--- src/hdl/htw_pkg.sv ---
// Package for the hashed timing wheel: sizes, action codes and the command
// record passed from the front end through the queue to the scan engine.
// No dependencies.
package htw_pkg;

  // Sizes of the wheel.
  localparam int NUM_TIMERS    = 16;
  localparam int BUCKETS       = 256;
  localparam int RESOLUTION_MS = 16;
  localparam int QUEUE_DEPTH   = 2;

  // Field widths.
  localparam int ACTION_W = 2;
  localparam int SLOT_W   = 4;
  localparam int TIME_W   = 32;
  localparam int TAG_W    = 32;
  localparam int REV_W    = 24;
  localparam int BUCKET_W = (BUCKETS > 1) ? $clog2(BUCKETS) : 1;
  localparam int IDX_W    = (NUM_TIMERS > 1) ? $clog2(NUM_TIMERS) : 1;
  localparam int PTR_W    = (QUEUE_DEPTH > 1) ? $clog2(QUEUE_DEPTH) : 1;
  localparam int CNT_W    = $clog2(QUEUE_DEPTH + 1);

  // Action codes on the input channel, also used as command codes.
  localparam logic [ACTION_W-1:0] ACT_SCHEDULE = 2'd0;
  localparam logic [ACTION_W-1:0] ACT_CANCEL   = 2'd1;
  localparam logic [ACTION_W-1:0] ACT_TICK     = 2'd2;

  // One command for the scan engine. For a tick, bucket holds the new
  // wheel position.
  typedef struct packed {
    logic [ACTION_W-1:0] op;
    logic [IDX_W-1:0]    slot;
    logic [BUCKET_W-1:0] bucket;
    logic [REV_W-1:0]    revs;
    logic [TAG_W-1:0]    tag;
  } cmd_t;

endpackage

--- src/hdl/htw_ifs.sv ---
// Channel interfaces of the hashed timing wheel: the request channel and the
// expiry channel, each a valid/ready beat. Depends on htw_pkg.
interface htw_in_if;
  logic                         valid;
  logic                         ready;
  logic [htw_pkg::ACTION_W-1:0] action;
  logic [htw_pkg::SLOT_W-1:0]   slot;
  logic [htw_pkg::TIME_W-1:0]   now_ms;
  logic [htw_pkg::TIME_W-1:0]   duration_ms;
  logic [htw_pkg::TAG_W-1:0]    timer_tag;

  modport source (output valid, action, slot, now_ms, duration_ms, timer_tag,
                  input ready);
  modport sink (input valid, action, slot, now_ms, duration_ms, timer_tag,
                output ready);
endinterface

interface htw_out_if;
  logic                       valid;
  logic                       ready;
  logic [htw_pkg::TAG_W-1:0]  expired_tag;
  logic [htw_pkg::SLOT_W-1:0] expired_slot;
  logic                       last;

  modport source (output valid, expired_tag, expired_slot, last, input ready);
  modport sink (input valid, expired_tag, expired_slot, last, output ready);
endinterface

--- src/hdl/htw_fifo.sv ---
// Two-entry command queue between the front end and the scan engine.
// Depends on htw_pkg.
module htw_fifo (
  input  logic          clk,
  input  logic          rst_n,
  input  logic          push,
  input  htw_pkg::cmd_t push_data,
  output logic          full,
  input  logic          pop,
  output htw_pkg::cmd_t pop_data,
  output logic          empty
);
  import htw_pkg::*;

  cmd_t             mem_r [QUEUE_DEPTH];
  logic [PTR_W-1:0] wr_ptr_r, wr_ptr_nxt;
  logic [PTR_W-1:0] rd_ptr_r, rd_ptr_nxt;
  logic [CNT_W-1:0] count_r, count_nxt;

  assign full     = (count_r == CNT_W'(QUEUE_DEPTH));
  assign empty    = (count_r == '0);
  assign pop_data = mem_r[rd_ptr_r];

  always_comb begin
    wr_ptr_nxt = wr_ptr_r;
    rd_ptr_nxt = rd_ptr_r;
    count_nxt  = count_r;
    if (push) begin
      wr_ptr_nxt = (wr_ptr_r == PTR_W'(QUEUE_DEPTH - 1)) ? '0 : wr_ptr_r + 1'b1;
    end
    if (pop) begin
      rd_ptr_nxt = (rd_ptr_r == PTR_W'(QUEUE_DEPTH - 1)) ? '0 : rd_ptr_r + 1'b1;
    end
    if (push && !pop) begin
      count_nxt = count_r + 1'b1;
    end else if (pop && !push) begin
      count_nxt = count_r - 1'b1;
    end
  end

  always_ff @(posedge clk) begin
    if (!rst_n) begin
      wr_ptr_r <= '0;
      rd_ptr_r <= '0;
      count_r  <= '0;
    end else begin
      wr_ptr_r <= wr_ptr_nxt;
      rd_ptr_r <= rd_ptr_nxt;
      count_r  <= count_nxt;
    end
  end

  always_ff @(posedge clk) begin
    if (push) begin
      mem_r[wr_ptr_r] <= push_data;
    end
  end

endmodule

--- src/hdl/htw_front.sv ---
// Front end of the hashed timing wheel: takes request beats, keeps the wheel
// position and tick time, and turns each request into a queue command.
// Depends on htw_pkg and htw_ifs.
module htw_front (
  input  logic          clk,
  input  logic          rst_n,
  htw_in_if.sink        in_bus,
  output logic          push,
  output htw_pkg::cmd_t push_data,
  input  logic          q_full
);
  import htw_pkg::*;

  localparam logic [TIME_W-1:0] REV_MAX = TIME_W'((1 << REV_W) - 1);

  logic [BUCKET_W-1:0] wheel_pos_r, wheel_pos_nxt;
  logic [TIME_W-1:0]   last_tick_r, last_tick_nxt;

  logic                accept;
  logic                slot_ok;
  logic                cmd_ok;
  logic [TIME_W-1:0]   diff;
  logic [TIME_W-1:0]   ticks;
  logic [TIME_W-1:0]   revs_wide;
  logic [BUCKET_W-1:0] ticks_mod;
  logic [BUCKET_W:0]   bucket_sum;
  logic [BUCKET_W-1:0] bucket;
  logic [REV_W-1:0]    revs;

  assign in_bus.ready = !q_full;
  assign accept       = in_bus.valid && in_bus.ready;
  assign slot_ok      = (int'(in_bus.slot) < NUM_TIMERS);

  always_comb begin
    case (in_bus.action)
      ACT_SCHEDULE: cmd_ok = slot_ok;
      ACT_CANCEL:   cmd_ok = slot_ok;
      ACT_TICK:     cmd_ok = 1'b1;
      default:      cmd_ok = 1'b0;
    endcase
  end

  // Ticks from the last wheel step; a negative distance counts as none.
  assign diff      = in_bus.now_ms + in_bus.duration_ms - last_tick_r;
  assign ticks     = diff[TIME_W-1] ? '0 : diff / RESOLUTION_MS;
  assign revs_wide = ticks / BUCKETS;
  assign revs      = (revs_wide > REV_MAX) ? REV_MAX[REV_W-1:0] : revs_wide[REV_W-1:0];
  assign ticks_mod = BUCKET_W'(ticks % BUCKETS);
  assign bucket_sum = {1'b0, wheel_pos_r} + {1'b0, ticks_mod};
  assign bucket    = (bucket_sum >= (BUCKET_W + 1)'(BUCKETS))
                   ? BUCKET_W'(bucket_sum - (BUCKET_W + 1)'(BUCKETS))
                   : bucket_sum[BUCKET_W-1:0];

  assign wheel_pos_nxt = (wheel_pos_r == BUCKET_W'(BUCKETS - 1)) ? '0
                       : wheel_pos_r + 1'b1;
  assign last_tick_nxt = last_tick_r + TIME_W'(RESOLUTION_MS);

  assign push           = accept && cmd_ok;
  assign push_data.op   = in_bus.action;
  assign push_data.slot = IDX_W'(in_bus.slot);
  assign push_data.bucket = (in_bus.action == ACT_TICK) ? wheel_pos_nxt : bucket;
  assign push_data.revs = revs;
  assign push_data.tag  = in_bus.timer_tag;

  always_ff @(posedge clk) begin
    if (!rst_n) begin
      wheel_pos_r <= '0;
      last_tick_r <= '0;
    end else if (accept && (in_bus.action == ACT_TICK)) begin
      wheel_pos_r <= wheel_pos_nxt;
      last_tick_r <= last_tick_nxt;
    end
  end

endmodule

--- src/hdl/htw_back.sv ---
// Scan engine of the hashed timing wheel: holds the timer slots, applies
// schedule and cancel commands and walks the slots on each tick.
// Depends on htw_pkg and htw_ifs.
module htw_back (
  input  logic          clk,
  input  logic          rst_n,
  input  logic          q_empty,
  input  htw_pkg::cmd_t q_data,
  output logic          pop,
  htw_out_if.source     out_bus
);
  import htw_pkg::*;

  localparam logic [1:0] ST_IDLE  = 2'd0;
  localparam logic [1:0] ST_SCAN  = 2'd1;
  localparam logic [1:0] ST_FLUSH = 2'd2;

  // Slot store.
  logic [NUM_TIMERS-1:0] active_r;
  logic [BUCKET_W-1:0]   bucket_r [NUM_TIMERS];
  logic [REV_W-1:0]      revs_r   [NUM_TIMERS];
  logic [TAG_W-1:0]      tag_r    [NUM_TIMERS];

  logic [1:0]          state_r, state_nxt;
  logic [IDX_W-1:0]    scan_idx_r, scan_idx_nxt;
  logic [BUCKET_W-1:0] pos_r;
  logic                hold_valid_r, hold_valid_nxt;
  logic [TAG_W-1:0]    hold_tag_r;
  logic [IDX_W-1:0]    hold_idx_r;
  logic                out_valid_r, out_valid_nxt;
  logic [TAG_W-1:0]    out_tag_r;
  logic [IDX_W-1:0]    out_idx_r;
  logic                out_last_r;

  logic out_free;
  logic hit;
  logic expire;
  logic scan_go;
  logic scan_end;
  logic load_out;
  logic load_last;
  logic load_hold;

  assign out_free = !out_valid_r || out_bus.ready;
  assign hit      = active_r[scan_idx_r] && (bucket_r[scan_idx_r] == pos_r);
  assign expire   = hit && (revs_r[scan_idx_r] == '0);
  assign scan_end = (scan_idx_r == IDX_W'(NUM_TIMERS - 1));
  assign pop      = (state_r == ST_IDLE) && !q_empty;

  always_comb begin
    state_nxt      = state_r;
    scan_idx_nxt   = scan_idx_r;
    hold_valid_nxt = hold_valid_r;
    scan_go        = 1'b0;
    load_out       = 1'b0;
    load_last      = 1'b0;
    load_hold      = 1'b0;
    case (state_r)
      ST_IDLE: begin
        if (pop && (q_data.op == ACT_TICK)) begin
          state_nxt    = ST_SCAN;
          scan_idx_nxt = '0;
        end
      end
      ST_SCAN: begin
        // A second expiry pushes the held one out, so it waits for room.
        scan_go = !(expire && hold_valid_r && !out_free);
        if (scan_go) begin
          if (expire) begin
            load_out       = hold_valid_r;
            load_hold      = 1'b1;
            hold_valid_nxt = 1'b1;
          end
          if (scan_end) begin
            state_nxt    = ST_FLUSH;
            scan_idx_nxt = '0;
          end else begin
            scan_idx_nxt = scan_idx_r + 1'b1;
          end
        end
      end
      ST_FLUSH: begin
        if (!hold_valid_r) begin
          state_nxt = ST_IDLE;
        end else if (out_free) begin
          load_out       = 1'b1;
          load_last      = 1'b1;
          hold_valid_nxt = 1'b0;
          state_nxt      = ST_IDLE;
        end
      end
      default: begin
        state_nxt = ST_IDLE;
      end
    endcase
  end

  always_comb begin
    out_valid_nxt = out_valid_r;
    if (load_out) begin
      out_valid_nxt = 1'b1;
    end else if (out_bus.ready) begin
      out_valid_nxt = 1'b0;
    end
  end

  always_ff @(posedge clk) begin
    if (!rst_n) begin
      state_r      <= ST_IDLE;
      scan_idx_r   <= '0;
      hold_valid_r <= 1'b0;
      out_valid_r  <= 1'b0;
    end else begin
      state_r      <= state_nxt;
      scan_idx_r   <= scan_idx_nxt;
      hold_valid_r <= hold_valid_nxt;
      out_valid_r  <= out_valid_nxt;
    end
  end

  // Active flags.
  always_ff @(posedge clk) begin
    if (!rst_n) begin
      active_r <= '0;
    end else if (pop && (q_data.op == ACT_SCHEDULE)) begin
      active_r[q_data.slot] <= 1'b1;
    end else if (pop && (q_data.op == ACT_CANCEL)) begin
      active_r[q_data.slot] <= 1'b0;
    end else if (scan_go && expire) begin
      active_r[scan_idx_r] <= 1'b0;
    end
  end

  // Slot payload and scan payload registers.
  always_ff @(posedge clk) begin
    if (pop && (q_data.op == ACT_SCHEDULE)) begin
      bucket_r[q_data.slot] <= q_data.bucket;
      revs_r[q_data.slot]   <= q_data.revs;
      tag_r[q_data.slot]    <= q_data.tag;
    end else if (scan_go && hit && !expire) begin
      revs_r[scan_idx_r] <= revs_r[scan_idx_r] - 1'b1;
    end
    if (pop && (q_data.op == ACT_TICK)) begin
      pos_r <= q_data.bucket;
    end
    if (load_out) begin
      out_tag_r  <= hold_tag_r;
      out_idx_r  <= hold_idx_r;
      out_last_r <= load_last;
    end
    if (load_hold) begin
      hold_tag_r <= tag_r[scan_idx_r];
      hold_idx_r <= scan_idx_r;
    end
  end

  assign out_bus.valid        = out_valid_r;
  assign out_bus.expired_tag  = out_tag_r;
  assign out_bus.expired_slot = SLOT_W'(out_idx_r);
  assign out_bus.last         = out_last_r;

  // Nothing is held back between ticks.
  assert property (@(posedge clk) disable iff (!rst_n)
    (state_r == ST_IDLE) |-> !hold_valid_r)
    else $error("held expiry left over outside a tick scan");

  // An expiry that is not the last of its tick always has a successor held.
  assert property (@(posedge clk) disable iff (!rst_n)
    (out_valid_r && !out_last_r) |-> hold_valid_r)
    else $error("non-final expiry with no successor held");

  // The scan always starts from slot zero.
  assert property (@(posedge clk) disable iff (!rst_n)
    (state_r != ST_SCAN) |-> (scan_idx_r == '0))
    else $error("scan index not parked at zero");

  // An expired slot is inactive afterwards.
  assert property (@(posedge clk) disable iff (!rst_n)
    (scan_go && expire) |=> !active_r[$past(scan_idx_r)])
    else $error("expired slot still active");

  // Commands are only taken between scans.
  assert property (@(posedge clk) disable iff (!rst_n)
    pop |-> (state_r == ST_IDLE) && !hold_valid_r)
    else $error("command taken during a scan");

endmodule

--- src/hdl/hashed_timing_wheel.sv ---
// Top level of the hashed timing wheel: front end, command queue and scan
// engine. Depends on htw_pkg, htw_ifs, htw_front, htw_fifo and htw_back.
//
// A hashed timing wheel over NUM_TIMERS timer slots and BUCKETS buckets, one
// bucket per RESOLUTION_MS step. Each request beat carries an action: a
// schedule (or reschedule) files a slot under a bucket with a remaining
// revolution count, a cancel clears the slot, and a tick advances the wheel
// one step and reports every timer in the new bucket that has no revolutions
// left, as one result beat each, in ascending slot order, with last set on
// the final beat of that tick. A tick with no expiries gives no beats. The
// front end takes a request beat in every cycle in which the two-entry
// command queue has room; it owns the wheel position and tick time, so the
// bucket and revolutions of a schedule are worked out on arrival. The scan
// engine applies a schedule or cancel as it takes the command. A tick takes
// the command, walks the slot store one slot per cycle while it is not
// stalled, and then releases the final expiry; it stalls only while the
// result register is still waiting on the consumer. A finished result sits
// in its own output register, with one more expiry held behind it, so the
// scan goes on while the consumer holds it off until a further expiry needs
// room. Timer slots need no clearing after reset: only their active flags are
// reset, and slot data is read only once a schedule has written it.
module hashed_timing_wheel (
  input  logic      clk,
  input  logic      rst_n,
  htw_in_if.sink    in_bus,
  htw_out_if.source out_bus
);
  import htw_pkg::*;

  logic q_push;
  logic q_full;
  logic q_pop;
  logic q_empty;
  cmd_t q_push_data;
  cmd_t q_pop_data;

  htw_front u_front (
    .clk       (clk),
    .rst_n     (rst_n),
    .in_bus    (in_bus),
    .push      (q_push),
    .push_data (q_push_data),
    .q_full    (q_full)
  );

  htw_fifo u_fifo (
    .clk       (clk),
    .rst_n     (rst_n),
    .push      (q_push),
    .push_data (q_push_data),
    .full      (q_full),
    .pop       (q_pop),
    .pop_data  (q_pop_data),
    .empty     (q_empty)
  );

  htw_back u_back (
    .clk     (clk),
    .rst_n   (rst_n),
    .q_empty (q_empty),
    .q_data  (q_pop_data),
    .pop     (q_pop),
    .out_bus (out_bus)
  );

endmodule

--- src/flat_wrapper.sv ---
// flat-port wrapper written by rule: the top's interface ports become plain ports
module hashed_timing_wheel_flat import htw_pkg::*;
  (clk, rst_n, in_bus_valid, in_bus_action, in_bus_slot, in_bus_now_ms, in_bus_duration_ms, in_bus_timer_tag, in_bus_ready, out_bus_valid, out_bus_expired_tag, out_bus_expired_slot, out_bus_last, out_bus_ready);
  htw_in_if in_bus_i ();
  htw_out_if out_bus_i ();
  input  logic clk;
  input  logic rst_n;
  input wire logic [$bits(in_bus_i.valid)-1:0] in_bus_valid;
  input wire logic [$bits(in_bus_i.action)-1:0] in_bus_action;
  input wire logic [$bits(in_bus_i.slot)-1:0] in_bus_slot;
  input wire logic [$bits(in_bus_i.now_ms)-1:0] in_bus_now_ms;
  input wire logic [$bits(in_bus_i.duration_ms)-1:0] in_bus_duration_ms;
  input wire logic [$bits(in_bus_i.timer_tag)-1:0] in_bus_timer_tag;
  output wire logic [$bits(in_bus_i.ready)-1:0] in_bus_ready;
  output wire logic [$bits(out_bus_i.valid)-1:0] out_bus_valid;
  output wire logic [$bits(out_bus_i.expired_tag)-1:0] out_bus_expired_tag;
  output wire logic [$bits(out_bus_i.expired_slot)-1:0] out_bus_expired_slot;
  output wire logic [$bits(out_bus_i.last)-1:0] out_bus_last;
  input wire logic [$bits(out_bus_i.ready)-1:0] out_bus_ready;
  assign in_bus_i.valid = in_bus_valid;
  assign in_bus_i.action = in_bus_action;
  assign in_bus_i.slot = in_bus_slot;
  assign in_bus_i.now_ms = in_bus_now_ms;
  assign in_bus_i.duration_ms = in_bus_duration_ms;
  assign in_bus_i.timer_tag = in_bus_timer_tag;
  assign in_bus_ready = in_bus_i.ready;
  assign out_bus_valid = out_bus_i.valid;
  assign out_bus_expired_tag = out_bus_i.expired_tag;
  assign out_bus_expired_slot = out_bus_i.expired_slot;
  assign out_bus_last = out_bus_i.last;
  assign out_bus_i.ready = out_bus_ready;
  hashed_timing_wheel u_core (.clk(clk), .rst_n(rst_n), .in_bus(in_bus_i), .out_bus(out_bus_i));
endmodule
--- config.mk ---
export PLATFORM = sky130hd
export DESIGN_NAME = hashed_timing_wheel_flat
export DESIGN_NICKNAME = d
export VERILOG_FILES = /design/src/hdl/htw_pkg.sv /design/src/hdl/htw_ifs.sv /design/src/hdl/htw_fifo.sv /design/src/hdl/htw_front.sv /design/src/hdl/htw_back.sv /design/src/hdl/hashed_timing_wheel.sv /design/src/flat_wrapper.sv
export SDC_FILE = /design/constraint.sdc
export NUM_CORES = 1
export LEC_CHECK = 0
export ABC_AREA = 1
export BUFFER_PORTS_ARGS = -buffer_cell sky130_fd_sc_hd__buf_2
export CORE_MARGIN = 8
export CORE_UTILIZATION = 45
export CTS_BUF_LIST = sky130_fd_sc_hd__clkbuf_16
export CTS_CLUSTER_DIAMETER = 200
export CTS_CLUSTER_SIZE = 8
export DETAILED_ROUTE_END_ITERATION = 8
export PLACE_DENSITY = 0.58
export RECOVER_POWER = 50
export SLEW_MARGIN = 20
export SYNTH_ARGS = -nofsm -noshare
export SYNTH_HDL_FRONTEND = slang
export SYNTH_SLANG_ARGS = --single-unit
--- constraint.sdc ---
create_clock -name clk -period 6.09 [get_ports clk]
set_input_delay 0.609 -clock clk [delete_from_list [all_inputs] [get_ports clk]]
set_output_delay 0.609 -clock clk [all_outputs]
set_load 0.02 [all_outputs]
* Yosys cells after proc, flatten, opt, wreduce, memory -nomap -nowiden
Memories as Yosys holds them, arrays and structs flattened. A register that Yosys moved wholly into a read port is not among the register bits.
Index checks and enable logic that the tools add are counted.
W data, S select, Z words.
** Storage, ports and cells
- Register bits after elaboration :: 117
- Bits in latches :: 0
- Bits in writable memories :: 1164
- Bits in read-only memories :: 0
- Input bits :: 106
- Output and inout bits :: 39
- Logic and storage cells :: 160
- Memories kept :: 4
** Memory list
- u_core.u_back.tag_r :: words 16, bits a word 32, rd ports 1, clocked after memory_dff 1, write ports 1, RTL line htw_back.sv:22 : logic [TAG_W-1:0] tag_r [NUM_TIMERS];
- u_core.u_back.revs_r :: words 16, bits a word 24, rd ports 1, clocked after memory_dff 1, write ports 1, RTL line htw_back.sv:21 : logic [REV_W-1:0] revs_r [NUM_TIMERS];
- u_core.u_fifo.mem_r :: words 2, bits a word 70, rd ports 1, clocked after memory_dff 1, write ports 1, RTL line htw_fifo.sv:15 : cmd_t mem_r [QUEUE_DEPTH];
- u_core.u_back.bucket_r :: words 16, bits a word 8, rd ports 1, clocked after memory_dff 1, write ports 1, RTL line htw_back.sv:20 : logic [BUCKET_W-1:0] bucket_r [NUM_TIMERS];
** Cells by class
- $add $sub $neg :: 12
- $mul :: 0
- Div/mod/pow operators :: 0
- Magnitude comparators :: 6
- Equality and inequality tests :: 15
- Shift operators :: 0
- Multiplexer cells :: 61
- Bitwise logic cells :: 5
- Reductions and logical operators :: 42
** Operators by type and width (count)
- $mux W16 :: 3
- $mux W24 :: 2
- $add A32 B32 Y32 :: 1
- $add A32 B5 Y32 const B :: 1
- $and A16 B16 Y16 :: 2
- $mux W4 :: 8
- $not A16 Y16 :: 2
- $sub A32 B32 Y32 :: 1
- $mux W1 :: 30
- $mux W27 :: 1
- $gt A19 B24 Y1 const B :: 1
- $logic_not A24 Y1 :: 1
- $mux W8 :: 3
- $reduce_or A24 Y1 :: 1
- $sub A24 B1 Y24 const B :: 1
- $logic_and A1 B1 Y1 :: 18
- $or A16 B16 Y16 :: 1
- $mux W2 :: 7
- $lt A4 B5 Y1 const B :: 2
- $add A8 B8 Y9 :: 1
- $ge A9 B9 Y1 const B :: 1
- $add A8 B1 Y8 const B :: 1
- $demux W1 S4 :: 2
- $eq A2 B2 Y1 const B :: 4
- other kinds (25) :: 46

* Depth between registers and ports, before layout
- Depth after elaboration :: 15
- Depth in mapped cells :: 32
- Depth with buffers taken out :: 31

* By module
From an unflattened synthesis, not the netlist that was laid out.
** Unflattened totals
- Cells, all modules :: 4890
- Area, all modules :: 57063.5 sq um
** Modules (own cells, without submodules)
- htw_back :: instances 1, cells an instance 3763, area an instance 45818.9 sq um, seq. area each 33742.4 sq um
- htw_fifo :: instances 1, cells an instance 253, area an instance 5634.2 sq um, seq. area each 4304.1 sq um
- htw_front :: instances 1, cells an instance 874, area an instance 5610.4 sq um, seq. area each 720.7 sq um

* Worst setup path after synthesis
Ideal clock, no wire load.
- Path kind :: reg2reg
- From :: register u_core.u_back.state_r[0]
- To :: register u_core.u_back.active_r[0]
- Setup time :: 81 ps
- Arrival :: 4814 ps
- Required time :: 6009 ps
- Slack :: 1195 ps
- Cell stages (with the launch flop) :: 12
- Buffers on the path :: 1
- Clock period less this slack :: 4895 ps
- Cells stage by stage :: dfxtp_1 inv_1 ha_1 inv_1 a21oi_1 nand2_1 inv_1 nand2_1 clkbuf_1 nor3_1 o21ai_0 a21oi_1
** Between the ends
- Cells in the longest elaborated chain, start to end :: 5
- Elaborated cells on any way between the ends :: 10
- Classes of those cells :: eq/ne (1); mux (3); reduce/logical (6)
** RTL lines
- start, declared :: RTL line htw_back.sv:24 : logic [1:0] state_r, state_nxt;
- start signal, assigned :: RTL line htw_back.sv:114 : state_r <= state_nxt;
- $logic_not A2 Y1 :: RTL line htw_back.sv:48 : assign pop = (state_r == ST_IDLE) && !q_empty;
- $logic_and A1 B1 Y1 :: RTL line htw_back.sv:48
- $logic_and A1 B1 Y1 :: RTL line htw_back.sv:127 : end else if (pop && (q_data.op == ACT_CANCEL)) begin
- $mux W16 :: RTL line htw_back.sv:127
- $mux W16 :: RTL line htw_back.sv:125 : end else if (pop && (q_data.op == ACT_SCHEDULE)) begin
- end signal, assigned :: RTL line htw_back.sv:124 : active_r <= '0;
- end signal, assigned by index :: RTL line htw_back.sv:126 : active_r[q_data.slot] <= 1'b1;
- end signal, assigned by index :: RTL line htw_back.sv:128 : active_r[q_data.slot] <= 1'b0;
- end, declared :: RTL line htw_back.sv:19 : logic [NUM_TIMERS-1:0] active_r;
Several ways; a longest one is shown, not always the timed one.
A chain may end at the register's enable or synchronous reset.

* Worst setup path after layout
- From :: register u_core.u_back.scan_idx_r[0]
- To :: memory u_core.u_back.revs_r[4][16] (enable)
** Between the ends
- Cells in the longest elaborated chain, start to end :: 15
- Elaborated cells on any way between the ends :: 17
- Classes of those cells :: mux (8); reduce/logical (9)
** RTL lines
- start, declared :: RTL line htw_back.sv:25 : logic [IDX_W-1:0] scan_idx_r, scan_idx_nxt;
- start signal, assigned :: RTL line htw_back.sv:115 : scan_idx_r <= scan_idx_nxt;
- $bmux W1 S4 :: RTL line htw_back.sv:45 : assign hit = active_r[scan_idx_r] && (bucket_r[scan_idx_r] == pos_r);
- $mux W1 (implied by the code) :: RTL line htw_back.sv:45
- $logic_and A1 B1 Y1 :: RTL line htw_back.sv:45
- $logic_and A1 B1 Y1 :: RTL line htw_back.sv:46 : assign expire = hit && (revs_r[scan_idx_r] == '0);
- $logic_and A1 B1 Y1 (2 in series) :: RTL line htw_back.sv:67 : scan_go = !(expire && hold_valid_r && !out_free);
- $logic_not A1 Y1 :: RTL line htw_back.sv:67
- $mux W1 :: RTL line htw_back.sv:58 : case (state_r)
- $logic_and A1 B1 Y1 (2 in series) :: RTL line htw_back.sv:140 : end else if (scan_go && hit && !expire) begin
- $mux W1 :: RTL line htw_back.sv:140
- $mux W1 :: RTL line htw_back.sv:136 : if (pop && (q_data.op == ACT_SCHEDULE)) begin
- $mux W1 (implied by the code) :: RTL line htw_back.sv:141 : revs_r[scan_idx_r] <= revs_r[scan_idx_r] - 1'b1;
- $reduce_or A24 Y1 (no line)
- $mux W4 (no line) or $mux W1 (tied branches)
- end, declared :: RTL line htw_back.sv:21
Several ways; a longest one is shown, not always the timed one. The select of a mux whose other input is x is not followed.

==> flow_metrics.env <==
export IMPL_cp_end_kind="register"
export IMPL_hold_end="u_core.u_fifo.mem_r[0][68]$_DFFE_PP_"
export IMPL_p_int_uw=17100
export IMPL_cts_resized=0
export IMPL_worstSetupStartpointType="register"
export IMPL_dp_slack_ns=1.04
export IMPL_outcome="complete, but fails checks"
export IMPL_leakagePower_uw=0.0235
export IMPL_drt_total_wl_um=143000
export IMPL_synth_area_um2=55600
export IMPL_port_buffers=144
export IMPL_layout_setup_ws_ns=0.887
export IMPL_failed_checks="capacitance limit, slew limit"
export IMPL_final_util=0.518
export IMPL_p_seq_frac=0.472
export IMPL_drt_iter0_markers=3633
export IMPL_min_period_ns=5.20
export IMPL_crit_arrival_ns=5.67
export IMPL_rsz0062_at_grt="false"
export IMPL_routedWlPerCell_um=21.1
export IMPL_cp_max_fo=90
export IMPL_clk_pin_slew_worst_paths_ns=0.05
export IMPL_num_vias=36600
export IMPL_reg2reg_slack_ns=0.89
export IMPL_route_detailed_drc=0
export IMPL_synth_xor_area_share=0.00740
export IMPL_finalSetupViolations=0
export IMPL_max_slew_margin=-1.48
export IMPL_maxCapViolations=10
export IMPL_drt_vias_per_instance=5.40
export IMPL_tightest_slew_ns=3.71
export IMPL_gp_congestion=0.854
export IMPL_first_global_vias=35500
export IMPL_cts_htree_levels=4
export IMPL_r2r_start="u_core.u_back.scan_idx_r[0]$_SDFFE_PN0P_"
export IMPL_drv_slew=335
export IMPL_synth_top_family_by_area="simple AND/OR/NAND/NOR gates"
export IMPL_synth_flop_cell="edfxtp_1"
export IMPL_yosysWarnings=0
export IMPL_antenna_found_initial=2
export IMPL_die_y_um=368
export IMPL_layout_drive_gt1_share=0.0827
export IMPL_reg2reg_to="u_core.u_back.revs_r[4][16]$_DFFE_PP_"
export IMPL_die_area_um2=135000
export IMPL_required_ns=6.55
export IMPL_switching_share=0.272
export IMPL_grt_max_degree=228
export IMPL_peakVddDrop_mv=0.263
export IMPL_synth_fa_ha_area_frac=0.0216
export IMPL_reg2reg_depth=19
export IMPL_diodes=0
export IMPL_hold_viol=0
export IMPL_p_sw_uw=6390
export IMPL_syn_num_nets=5046
export IMPL_async_flop_share=0
export IMPL_synth_edff_count=1235
export IMPL_finalSetupTns_ns=0
export IMPL_min_from="in_bus_action[0]"
export IMPL_die_x_um=368
export IMPL_rows=129
export IMPL_path_class="reg -> reg"
export IMPL_overflow=0
export IMPL_drt_first_pass_iters=5
export IMPL_skew_ns=0.0539
export IMPL_yosysSeqAreaShare=0.692
export IMPL_clock_latency_ns=0.81
export IMPL_coreArea_um2=123000
export IMPL_post_cts_buffers=0
export IMPL_hold_path_class="in -> reg"
export IMPL_cts_buffers=180
export IMPL_grt_total_usage=0.207
export IMPL_synth_area_per_cell_um2=11.4
export IMPL_drtAntennaViolNets=0
export IMPL_start_util=0.452
export IMPL_final_net_count=5284
export IMPL_syn_inst=4861
export IMPL_synth_compound_area_share=0.0736
export IMPL_dp_hpwl_um=78000
export IMPL_ys_ff_latch=1304
export IMPL_ios=145
export IMPL_power_share_clock=0.384
export IMPL_tritoncts="yes"
export IMPL_grt_pass1_wl_um=216000
export IMPL_synthMuxAreaShare=0.0107
export IMPL_area_growth_pct=14.6
export IMPL_cts_buffer_depth=3
export IMPL_max_freq_ghz=0.192
export IMPL_pwr_share_comb=0.144
export IMPL_whs_path_depth=1
export IMPL_cts_sinks=1304
export IMPL_synth_simple_area_share=0.144
export IMPL_root_buffer="clkbuf_16"
export IMPL_final_period_utilization=0.854
export IMPL_synth_cell_types=50
export IMPL_powerDensity_nw_per_um2=368
==> layout make-up <==
cell class	count	area, um^2
tap	1637	2050
clock inverter	55	524
fill	10600	59400
sequential	1304	38500
clock buffer	182	4550
inverter	470	1780
multi-input combinational	2856	14500
timing repair buffer	287	1900
==> cells in the final DEF, fill, tap and decap left out, types with 84 or more instances in the layout <==
cell,netlist,final
clkbuf_1,122,84
nand3_1,325,326
o22ai_1,131,131
clkbuf_16,0,182
o21ai_0,384,384
nand2_1,935,934
nor2_1,550,532
edfxtp_1,1235,1235
inv_1,460,497
a21oi_1,114,114
==> how the worst max path moves through the flow <==
stage                                             startpoint                                      to  slack (ns)  cells past startpoint
detailed placement                    in_bus_duration_ms[18]    u_core.u_fifo.mem_r[1][63]$_DFFE_PP_        1.04                     28
floorplan              u_core.u_back.state_r[0]$_SDFFE_PN0P_  u_core.u_back.active_r[0]$_SDFFE_PN0P_        1.20                     11
global placement                      in_bus_duration_ms[18]    u_core.u_fifo.mem_r[0][63]$_DFFE_PP_        1.08                     28
global route        u_core.u_back.scan_idx_r[0]$_SDFFE_PN0P_   u_core.u_back.revs_r[4][16]$_DFFE_PP_        0.46                     19
finish              u_core.u_back.scan_idx_r[0]$_SDFFE_PN0P_   u_core.u_back.revs_r[4][16]$_DFFE_PP_        0.89                     19
CTS                                                 register  u_core.u_back.revs_r[13][16]$_DFFE_PP_        1.24                     17
==> flip-flops by register name, indices dropped and copies added, names as in the netlist, 16 cells and up, named ones only <==
signal / flops
u_core.u_front.last_tick_r: 28
u_core.u_back.out_bus.expired_tag: 32
u_core.u_back.active_r: 16
u_core.u_back.revs_r: 384
u_core.u_back.tag_r: 512
u_core.u_fifo.mem_r: 130
u_core.u_back.hold_tag_r: 32
u_core.u_back.bucket_r: 128
==> logic make-up after synthesis <==
group / count (synthesis)
multiplexers: 54
XOR/XNOR: 47
AND/OR/NAND/NOR: 1936
flip-flops: 1304
adder cells (fa/ha/maj): 79
AO/OA/AOI/OAI: 740
buffers and inverters: 701
==> worst max-delay path: stages, from the launching register on <==
cell     delay (ns)
dfxtp_1        1.60
inv_6          0.63
nand2_1        0.20
nand3_1        0.08
nand2_1        0.15
nand2_1        0.07
nand4_1        0.16
inv_1          0.06
nand2_1        0.06
nor2_1         0.05
nand2_1        0.13
inv_1          0.05
nand2_1        0.16
nor2_2         0.09
nand3_1        0.07
nand2_1        0.11
inv_2          0.07
nand2_1        0.23
nor2_4         0.55
buf_12         0.27
==> power groups by stage <==
stage          registers, uW  logic, uW  clock network, uW
5_1_grt                11100       3780               9550
6_report               11100       3390               9000
3_5_place_dp           11200       3410                  0
3_3_place_gp           11200       3380                  0
4_1_cts                11100       3450               9180
2_1_floorplan          11100       2310                  0
==> synthesized netlist by cell type, types with 39 or more instances <==
master | n | area, um^2
nand3_1 | 325 | 1630
clkbuf_1 | 122 | 458
a21oi_1 | 114 | 571
nand4_1 | 48 | 300
buf_2 | 59 | 295
o21ai_1 | 41 | 205
inv_1 | 460 | 1730
mux2_2 | 43 | 484
edfxtp_1 | 1235 | 37100
o21ai_0 | 384 | 1920
ha_1 | 51 | 638
dfxtp_1 | 69 | 1380
nand2_1 | 935 | 3510
nor2_1 | 550 | 2060
o22ai_1 | 131 | 820
nor3_1 | 39 | 195
==> timing repair <==
action | 4_1_cts | 5_1_grt
endpoints found under the hold margin | 73 | 0
setup endpoints to repair | 0 | 0
hold buffers | 37 | 0
==> per-layer routing <==
metal	global-route usage	part of all wire
met1	0.292	0.45
met2	0.318	0.45
met3	0.0457	0.071
met4	0.0670	0.025
met5	0	0
==> through the flow <==
step	instances	total power [uW]	hold WS, ns	cell area [um^2]
finish	6791	23500	0.138	63700
global route	6791	24400	0.112	63700
CTS	6791	23700	0.0260	64000
detailed placement	6517	14600	0.405	58500
global placement	6517	14600	0.400	58500
floorplan	4861	13500	0.400	55600
No activity file was read; power rests on OpenSTA's default activity.
